===== src/design/dsi_pkg.sv =====
// Shared constants and types for the descending sorted insert block.
// Depends on nothing; the top level takes everything here by scoped name.
package dsi_pkg;

  localparam int CAPACITY = 32;
  localparam int DATA_W   = 32;
  localparam int ADDR_W   = $clog2(CAPACITY);
  localparam int CNT_W    = $clog2(CAPACITY + 1);

  typedef logic signed [DATA_W-1:0] data_t;
  typedef logic [ADDR_W-1:0]        addr_t;
  typedef logic [CNT_W-1:0]         cnt_t;

endpackage


===== src/design/descending_sorted_insert.sv =====
// Descending sorted insert: load items are placed into a store kept largest first;
// an insert item is placed likewise, then every entry streams out and the store clears.
// A load item is written straight into an empty store; otherwise the entries smaller than it are
// read and shifted one place down, one read and one write of the single store memory a cycle.
// Each result is then read, loaded into the output register and held until the handshake.
// Reset (rst_n low, synchronous) empties the store and clears the overflow flag.
module descending_sorted_insert (
  input  logic        clk,
  input  logic        rst_n,
  // Input beat.
  input  logic        in_tvalid,
  output logic        in_tready,
  input  logic [31:0] in_tdata,   // [31:0] value
  input  logic        in_tuser,   // [0] is_insert
  // Result beat.
  output logic        out_tvalid,
  input  logic        out_tready,
  output logic [31:0] out_tdata,  // [31:0] sorted_value
  output logic        out_tlast,  // last
  output logic        out_tuser   // [0] overflow
);

  localparam logic [2:0] ST_IDLE      = 3'd0;
  localparam logic [2:0] ST_CMP       = 3'd1;
  localparam logic [2:0] ST_WRITE     = 3'd2;
  localparam logic [2:0] ST_EMIT_RD   = 3'd3;
  localparam logic [2:0] ST_EMIT_LD   = 3'd4;
  localparam logic [2:0] ST_EMIT_WAIT = 3'd5;

  localparam dsi_pkg::cnt_t CNT_FULL = dsi_pkg::cnt_t'(dsi_pkg::CAPACITY);
  localparam dsi_pkg::cnt_t CNT_ONE  = dsi_pkg::cnt_t'(1);

  // Store memory with registered read.
  dsi_pkg::data_t mem [dsi_pkg::CAPACITY];
  dsi_pkg::data_t rd_data_r;
  logic           rd_en;
  dsi_pkg::addr_t rd_addr;
  logic           wr_en;
  dsi_pkg::addr_t wr_addr;
  dsi_pkg::data_t wr_data;

  // Control and payload registers.
  logic [2:0]     state_r, state_nxt;
  dsi_pkg::cnt_t  count_r, count_nxt;
  dsi_pkg::cnt_t  pos_r, pos_nxt;
  dsi_pkg::addr_t k_r, k_nxt;
  logic           drop_r, drop_nxt;
  dsi_pkg::data_t val_r, val_nxt;
  logic           ins_r, ins_nxt;
  logic           out_valid_r, out_valid_nxt;
  dsi_pkg::data_t out_data_r, out_data_nxt;
  logic           out_last_r, out_last_nxt;
  logic           out_ovf_r, out_ovf_nxt;

  logic           in_fire;
  dsi_pkg::cnt_t  pos_m1;
  dsi_pkg::cnt_t  pos_m2;
  dsi_pkg::cnt_t  cnt_m1;
  dsi_pkg::cnt_t  k_ext;

  assign in_tready  = (state_r == ST_IDLE);
  assign in_fire    = in_tvalid && in_tready;
  assign out_tvalid = out_valid_r;
  assign out_tdata  = out_data_r;
  assign out_tlast  = out_last_r;
  assign out_tuser  = out_ovf_r;

  assign pos_m1 = pos_r - CNT_ONE;
  assign pos_m2 = pos_r - dsi_pkg::cnt_t'(2);
  assign cnt_m1 = count_r - CNT_ONE;
  assign k_ext  = dsi_pkg::cnt_t'(k_r);

  // Sequence placement and emission.
  always_comb begin
    state_nxt     = state_r;
    count_nxt     = count_r;
    pos_nxt       = pos_r;
    k_nxt         = k_r;
    drop_nxt      = drop_r;
    val_nxt       = val_r;
    ins_nxt       = ins_r;
    out_valid_nxt = out_valid_r;
    out_data_nxt  = out_data_r;
    out_last_nxt  = out_last_r;
    out_ovf_nxt   = out_ovf_r;
    rd_en         = 1'b0;
    rd_addr       = '0;
    wr_en         = 1'b0;
    wr_addr       = pos_r[dsi_pkg::ADDR_W-1:0];
    wr_data       = val_r;

    case (state_r)
      ST_IDLE: begin
        if (in_fire) begin
          val_nxt = dsi_pkg::data_t'(in_tdata);
          ins_nxt = in_tuser;
          pos_nxt = count_r;
          if (count_r == CNT_FULL) begin
            // Drop the value; an insert still emits the full store.
            drop_nxt  = 1'b1;
            k_nxt     = '0;
            state_nxt = in_tuser ? ST_EMIT_RD : ST_IDLE;
          end else if (count_r == '0) begin
            state_nxt = ST_WRITE;
          end else begin
            rd_en     = 1'b1;
            rd_addr   = cnt_m1[dsi_pkg::ADDR_W-1:0];
            state_nxt = ST_CMP;
          end
        end
      end

      ST_CMP: begin
        wr_en = 1'b1;
        if (rd_data_r < val_r) begin
          // Move the smaller entry one place down and look one higher.
          wr_data = rd_data_r;
          pos_nxt = pos_m1;
          if (pos_r == CNT_ONE) begin
            state_nxt = ST_WRITE;
          end else begin
            rd_en   = 1'b1;
            rd_addr = pos_m2[dsi_pkg::ADDR_W-1:0];
          end
        end else begin
          count_nxt = count_r + CNT_ONE;
          k_nxt     = '0;
          state_nxt = ins_r ? ST_EMIT_RD : ST_IDLE;
        end
      end

      ST_WRITE: begin
        wr_en     = 1'b1;
        count_nxt = count_r + CNT_ONE;
        k_nxt     = '0;
        state_nxt = ins_r ? ST_EMIT_RD : ST_IDLE;
      end

      ST_EMIT_RD: begin
        rd_en     = 1'b1;
        rd_addr   = k_r;
        state_nxt = ST_EMIT_LD;
      end

      ST_EMIT_LD: begin
        out_valid_nxt = 1'b1;
        out_data_nxt  = rd_data_r;
        out_last_nxt  = (k_ext == cnt_m1);
        out_ovf_nxt   = drop_r;
        state_nxt     = ST_EMIT_WAIT;
      end

      ST_EMIT_WAIT: begin
        if (out_tready) begin
          out_valid_nxt = 1'b0;
          if (out_last_r) begin
            // Run complete: empty the store.
            count_nxt = '0;
            drop_nxt  = 1'b0;
            state_nxt = ST_IDLE;
          end else begin
            k_nxt     = k_r + dsi_pkg::addr_t'(1);
            state_nxt = ST_EMIT_RD;
          end
        end
      end

      default: begin
        state_nxt = ST_IDLE;
      end
    endcase
  end

  // Store memory: one write and one registered read a cycle.
  always_ff @(posedge clk) begin
    if (wr_en) begin
      mem[wr_addr] <= wr_data;
    end
    if (rd_en) begin
      rd_data_r <= mem[rd_addr];
    end
  end

  // Control state.
  always_ff @(posedge clk) begin
    if (!rst_n) begin
      state_r     <= ST_IDLE;
      count_r     <= '0;
      drop_r      <= 1'b0;
      out_valid_r <= 1'b0;
    end else begin
      state_r     <= state_nxt;
      count_r     <= count_nxt;
      drop_r      <= drop_nxt;
      out_valid_r <= out_valid_nxt;
    end
  end

  // Payload and working registers.
  always_ff @(posedge clk) begin
    pos_r      <= pos_nxt;
    k_r        <= k_nxt;
    val_r      <= val_nxt;
    ins_r      <= ins_nxt;
    out_data_r <= out_data_nxt;
    out_last_r <= out_last_nxt;
    out_ovf_r  <= out_ovf_nxt;
  end

endmodule


===== config.mk =====
export PLATFORM = sky130hd
export DESIGN_NAME = descending_sorted_insert
export DESIGN_NICKNAME = d
export VERILOG_FILES = /design/src/design/dsi_pkg.sv /design/src/design/descending_sorted_insert.sv
export SDC_FILE = /design/constraint.sdc
export NUM_CORES = 1
export LEC_CHECK = 0
export BUFFER_PORTS_ARGS = -buffer_cell sky130_fd_sc_hd__buf_4
export CAP_MARGIN = 20
export CORE_UTILIZATION = 30
export CTS_BUF_LIST = sky130_fd_sc_hd__clkbuf_16
export CTS_CLUSTER_DIAMETER = 200
export DETAILED_ROUTE_END_ITERATION = 8
export PLACE_DENSITY = 0.54
export SKIP_CTS_REPAIR_TIMING = 1
export SYNTH_ARGS = -nofsm -noshare
export SYNTH_HDL_FRONTEND = slang
export SYNTH_SLANG_ARGS = --single-unit
export TNS_END_PERCENT = 30

===== constraint.sdc =====
create_clock -name clk -period 4.32 [get_ports clk]
set_clock_uncertainty 0.15 [all_clocks]
set_input_delay 0 -clock clk [delete_from_list [all_inputs] [get_ports clk]]
set_output_delay 0 -clock clk [all_outputs]
set_load 0.03 [all_outputs]

# After elaboration in Yosys (flattened, before gate mapping)
# Memory sizes are Yosys's and may differ from the RTL's. A register that Yosys moved wholly into a read port is not among the register bits.
# Cells that the tools add are included.
# word_totals
reg_bits	89
ramBits	1024
inputBits	37
out_inout_bits	36
wordCells	97
memories	1
# memory_table
name	words	width	read_ports	rd_clocked_by_memory_dff	write_ports	line_no	rtl
mem	32	32	1	1	1	descending_sorted_insert.sv:34	dsi_pkg::data_t mem [dsi_pkg::CAPACITY];
# classes
addsub	5
magnitude_cmp	1
eq_ne	16
mux	47
n_reduce_logical	16
# ops
operator	count
$mux W32	2
$mux W5	10
$lt A32 B32 Y1	1
$mux W6	5
$pmux W5 S4	1
$pmux W3 S6	1
$pmux W6 S3	1
$pmux W5 S3	1
$mux W1	13
$mux W3	4
$pmux W6 S2	1
$sub A6 B1 Y6 const B	2
$mux W2	5
$ne A2 B2 Y1 const B	5
$add A6 B1 Y6 const B	1
$eq A3 B2 Y1 const B	2
$eq A3 B3 Y1 const B	2
$eq A5 B6 Y1	1
$eq A6 B1 Y1 const B	1
$eq A6 B6 Y1 const B	1
$logic_not A6 Y1	1
$reduce_and A3 Y1	2
$reduce_and A6 Y1	1
$reduce_bool A2 Y1	3
15 further kinds	18

# Depth between registers and ports, before layout
# depth
depth_word	5
depth_mapped	17
ltp_nobuf	12

# Worst setup path after synthesis
# No wires, ideal clock.
# synth_path
kind	flip-flop to flip-flop
from	register state_r[2]
to	register rd_data_r[30], read port of mem, data pin
setup_ns	0.271
arrival_time_ns	4.080
required_time_ns	3.899
path_slack_ns	-0.181
stages_incl_launch_ff	14
path_buffers	3
path_cell_list	dfxtp_1 > clkbuf_1 > nor3_1 > and2_1 > o21ai_1 > nor2_1 > a21oi_1 > and3_1 > buf_2 > buf_4 > o311ai_1 > o2bb2ai_1 > a2111oi_0 > nor3_1
# synth_via
elab_chain_len	4
word_cells_on_any_way	8
# synth_rtl
element	line_no	rtl
from (decl)	descending_sorted_insert.sv:43	logic [2:0] state_r, state_nxt;
from (signal assigned)	descending_sorted_insert.sv:192	state_r <= state_nxt;
$logic_not A3 Y1 (*)	descending_sorted_insert.sv:61	assign in_tready = (state_r == ST_IDLE);
net in_tready	descending_sorted_insert.sv:12	output logic in_tready,
$logic_and A1 B1 Y1	descending_sorted_insert.sv:62	assign in_fire = in_tvalid && in_tready;
$mux W5 / $mux W1 (equally long branches)	descending_sorted_insert.sv:94	if (in_fire) begin
$pmux W5 S3 / $pmux W1 S3 (equally long branches)	descending_sorted_insert.sv:92	case (state_r)
to (decl)	descending_sorted_insert.sv:35	dsi_pkg::data_t rd_data_r;
# The timed path passes the listed nets; every way through them passes the cells marked *.
# A chain may end at the register's enable or synchronous reset.

# Final worst setup path
# layout_path
from	register rd_data_r[7], read port of mem
to	register rd_data_r[27], read port of mem, data pin
# layout_via
elab_chain_len	3
word_cells_on_any_way	5
# layout_rtl
element	line_no	rtl
$lt A32 B32 Y1 (*)	descending_sorted_insert.sv:115	if (rd_data_r < val_r) begin
$mux W5 / $mux W1 (equally long branches)	descending_sorted_insert.sv:115	
$pmux W5 S3 / $pmux W1 S3 (equally long branches)	descending_sorted_insert.sv:92	
# Every way passes the cells marked *; elsewhere a longest branch is shown, timed or not.

==> flow_summary.toml <==
[power]
p_sw_share_pct = 35.9
p_sw_mw = 14.3
p_int_mw = 25.5
sequentialPowerShare_pct = 36.8
pwr-share-clk_pct = 23.7
powerDensity_nw_per_um2 = 685
power_frac_comb_pct = 39.4
ir_worst_vdd_mv = 0.417
p_leak_nw = 19.8

[setup_path]
r2r-end = "rd_data_r[27]"
r2r-start = "rd_data_r[7]"
path_class = "flop to flop"
critical_path.max_fanout = 7
path_cells = "buf_4, ha_4, and4_4, buf_12, nand3_1, a221o_1, a41oi_2, buf_4, o2111ai_4, and3_4, buf_4, clkbuf_16, a2111oi_0, nor4_2, a311oi_2, nor4_1"
start_kind = "flop"
reg2reg_slack_ns = -0.04
cp.arrival_ns = 4.67
crit_top_cell = "buf_4"
endpoint = "rd_data_r[27]"
reg2reg_depth = 16
cp.required_ns = 4.63
slowest_stage = "a2111oi_0"
startpoint = "rd_data_r[7]"
cpPeakStageDelay_ns = 0.54
worstSetupEndpointType = "flop"

[floorplan]
core_sq_um = 152000
rows = 143
die_y_um = 393
ioPinCount = 73
die_area_sq_um = 155000
fp.dieW_um = 393
start_util_pct = 30.2

[status]
failed_checks = "negative setup slack"
outcome = "finished, violations left"

[synthesis]
yosysSeqAreaShare_pct = 74.6
synth.most_common_cell = "edfxtp_1"
synth_seq_cells = 1145
synth_edf_count = 1134
yosys_warnings = 0
synth_nets = 3317
synth_common_cells = "edfxtp_1, nand2_1, nand3_1"
synth_top_area_cell = "edfxtp_1"
yosysTopAreaCellShare_pct = 74.2
synth.avg_cell_area_sq_um = 14.2
syn_inst = 3239
netlist_top_cells_area = "edfxtp_1, nand2_1, mux2i_1"
synth_area_sq_um = 45900
ys_types = 66
synthArstFlopShare_pct = 0
ys.flop_type = "edfxtp_1"

[detailed_routing]
vias_per_cell = 5.17
drt_wl_total_mm = 151
via_count = 30069
ant_nets = 0
drc = 0
drt-initial-drc-count = 3362
wire_per_inst_um = 25.9
drtPass1Iterations = 6

[clocking]
cts_tree = "done"
cts_num_sinks = 1145
cts.clk_slew.worst_paths_ns = 0.06
cts.path.max_buffers = 3
clock_latency_ns = 0.73
numCtsBuffers = 112
htreeDepth = 3
root_buffer = "clkbuf_16"

[grt]
grt_pass1_wl_mm = 206
grt_max_degree = 77
grt.overflow.total = 0
grt_antenna_before_repair = 7
grt_pass1_vias = 27790
track_usage_pct = 18.6

[placed_design]
gp_congestion = 0.842
io_buffers = 72
dpl.hpwl_mm = 83.4
post_dp_cell_area_sq_um = 52200

[sta]
drv_slew = 0
slew_headroom_pct = 37.8
worst_pin_slew_ns = 0.934
fin_ws_ns = -0.0406
period_share_pct = 101
rsz0062_at_grt = "yes"
final_hold_viol_count = 0
fmax_mhz = 229
finalSetupViolCount = 2
fin_crit_ns = 4.36

[cells_and_area]
utilization_pct = 38.2
nNetsFinal = 3769
n_antenna_cell = 0
fin_area_sq_um = 58000
layout-area-overhead-vs-synth_pct = 26.3
drive_gt1_share_pct = 20.5

[job]
drv_cap = 0

[min_path]
min_path_type = "primary input to flop"
## sequential cells by signal, summed over array words and instances (netlist names)
| signal | count |
|---|---|
| mem | 1024 |
| out_tdata | 32 |
| rd_data_r | 32 |
| val_r | 32 |
| count_r | 6 |
| pos_r | 6 |
| k_r | 5 |
| state_r | 3 |
| drop_r | 1 |
| ins_r | 1 |
| out_tlast | 1 |
| out_tuser | 1 |
| out_tvalid | 1 |
## worst max-delay path, delay by kind of cell, from the launching register on
family | cells | cell delay [ns]
compound gates | 5 | 1.65
fa+ha+maj | 1 | 0.27
buf+inv | 5 | 0.75
flops | 1 | 0.40
simple gates | 5 | 0.86
## layer usage
layer | part of all wire (%) | vias up | GRT usage (%)
met5 | 0 | - | 0
met3 | 8.0 | 215 | 2.38
met4 | 2.7 | 0 | 5.99
met2 | 47 | 1343 | 29.5
met1 | 42 | 15341 | 26.4
li1 | - | 13170 | -
## layout by cell type, fill, tap and decap left out, drive strengths merged, types with 8 or more instances in the layout
| master | Yosys | final |
|---|---|---|
| a2111oi | 21 | 21 |
| a21boi | 12 | 12 |
| a21oi | 69 | 69 |
| a311oi | 19 | 19 |
| a31oi | 119 | 119 |
| a32oi | 68 | 68 |
| and3 | 23 | 23 |
| buf | 114 | 449 |
| clkbuf | 81 | 126 |
| clkinv | 0 | 52 |
| dfxtp | 11 | 11 |
| dlygate4sd3 | 0 | 73 |
| edfxtp | 1134 | 1134 |
| ha | 41 | 41 |
| inv | 54 | 86 |
| mux2 | 32 | 32 |
| mux2i | 145 | 145 |
| nand2 | 746 | 746 |
| nand3 | 243 | 243 |
| nand4 | 48 | 48 |
| nor2 | 72 | 72 |
| nor3 | 12 | 12 |
| nor4 | 19 | 19 |
| o211ai | 8 | 8 |
| o21ai | 37 | 37 |
| o22ai | 13 | 13 |
| xnor2 | 12 | 12 |
| xor2 | 8 | 8 |
## worst min path at each step
| stage | start | to | slack (ns) | depth (start not counted) |
|---|---|---|---|---|
| global route | out_tready | state_r[2] | 0.1 | 5 |
| global placement | in_tdata[26] | val_r[26] | 0.03 | 1 |
| finish | out_tready | state_r[2] | 0.04 | 5 |
| CTS | in_tdata[6] | val_r[6] | -0.76 | 1 |
| detailed placement | in_tdata[12] | val_r[12] | 0.03 | 1 |
| floorplan | in_tuser | ins_r | -0.05 | 0 |
## layout make-up
type                       instances  area [sq um]
timing repair buffer             533          5940
clock inverter                    91           622
inverter                          54           203
fill                           14095         93900
clock buffer                     115          2880
sequential                      1145         34300
multi-input combinational       1845         11600
tap                             2030          2540
## through the flow
step                std cells  setup slack (ns)  power, mW  setup TNS, ns  hold WS, ns
floorplan                3239             0.221       21.5              0      -0.0511
detailed placement       5471            -0.952       28.5         -11.85       0.0295
global route             5813           -0.0666       41.2         -0.406       0.0956
CTS                      5677            -0.975       37.9         -12.49       -0.759
finish                   5813           -0.0406       39.7        -0.0418       0.0437
global placement         5471            -0.906       28.4         -11.20       0.0297
## kinds of logic (layout without fill, tap and decap cells)
logic type               Yosys count  count (layout)  share of synthesized area (%)
buffers and inverters            249             793                           2.38
adder cells (fa/ha/maj)           41              41                           1.12
AO/OA/AOI/OAI                    411             411                           6.27
multiplexers                     177             177                           3.95
XOR/XNOR                          20              20                          0.382
AND/OR/NAND/NOR                 1196            1196                           11.3
flip-flops                      1145            1145                           74.6
## power by group through the flow
stage          Combinational, mW  Sequential, mW  Clock, mW
6_report                    15.7            14.6       9.44
5_1_grt                     16.5            14.7       9.96
4_1_cts                     13.7            14.7       9.57
3_5_place_dp                13.6            14.9          0
3_3_place_gp                13.6            14.9          0
2_1_floorplan               6.80            14.7          0
No activity file was read; power rests on OpenSTA's default activity.
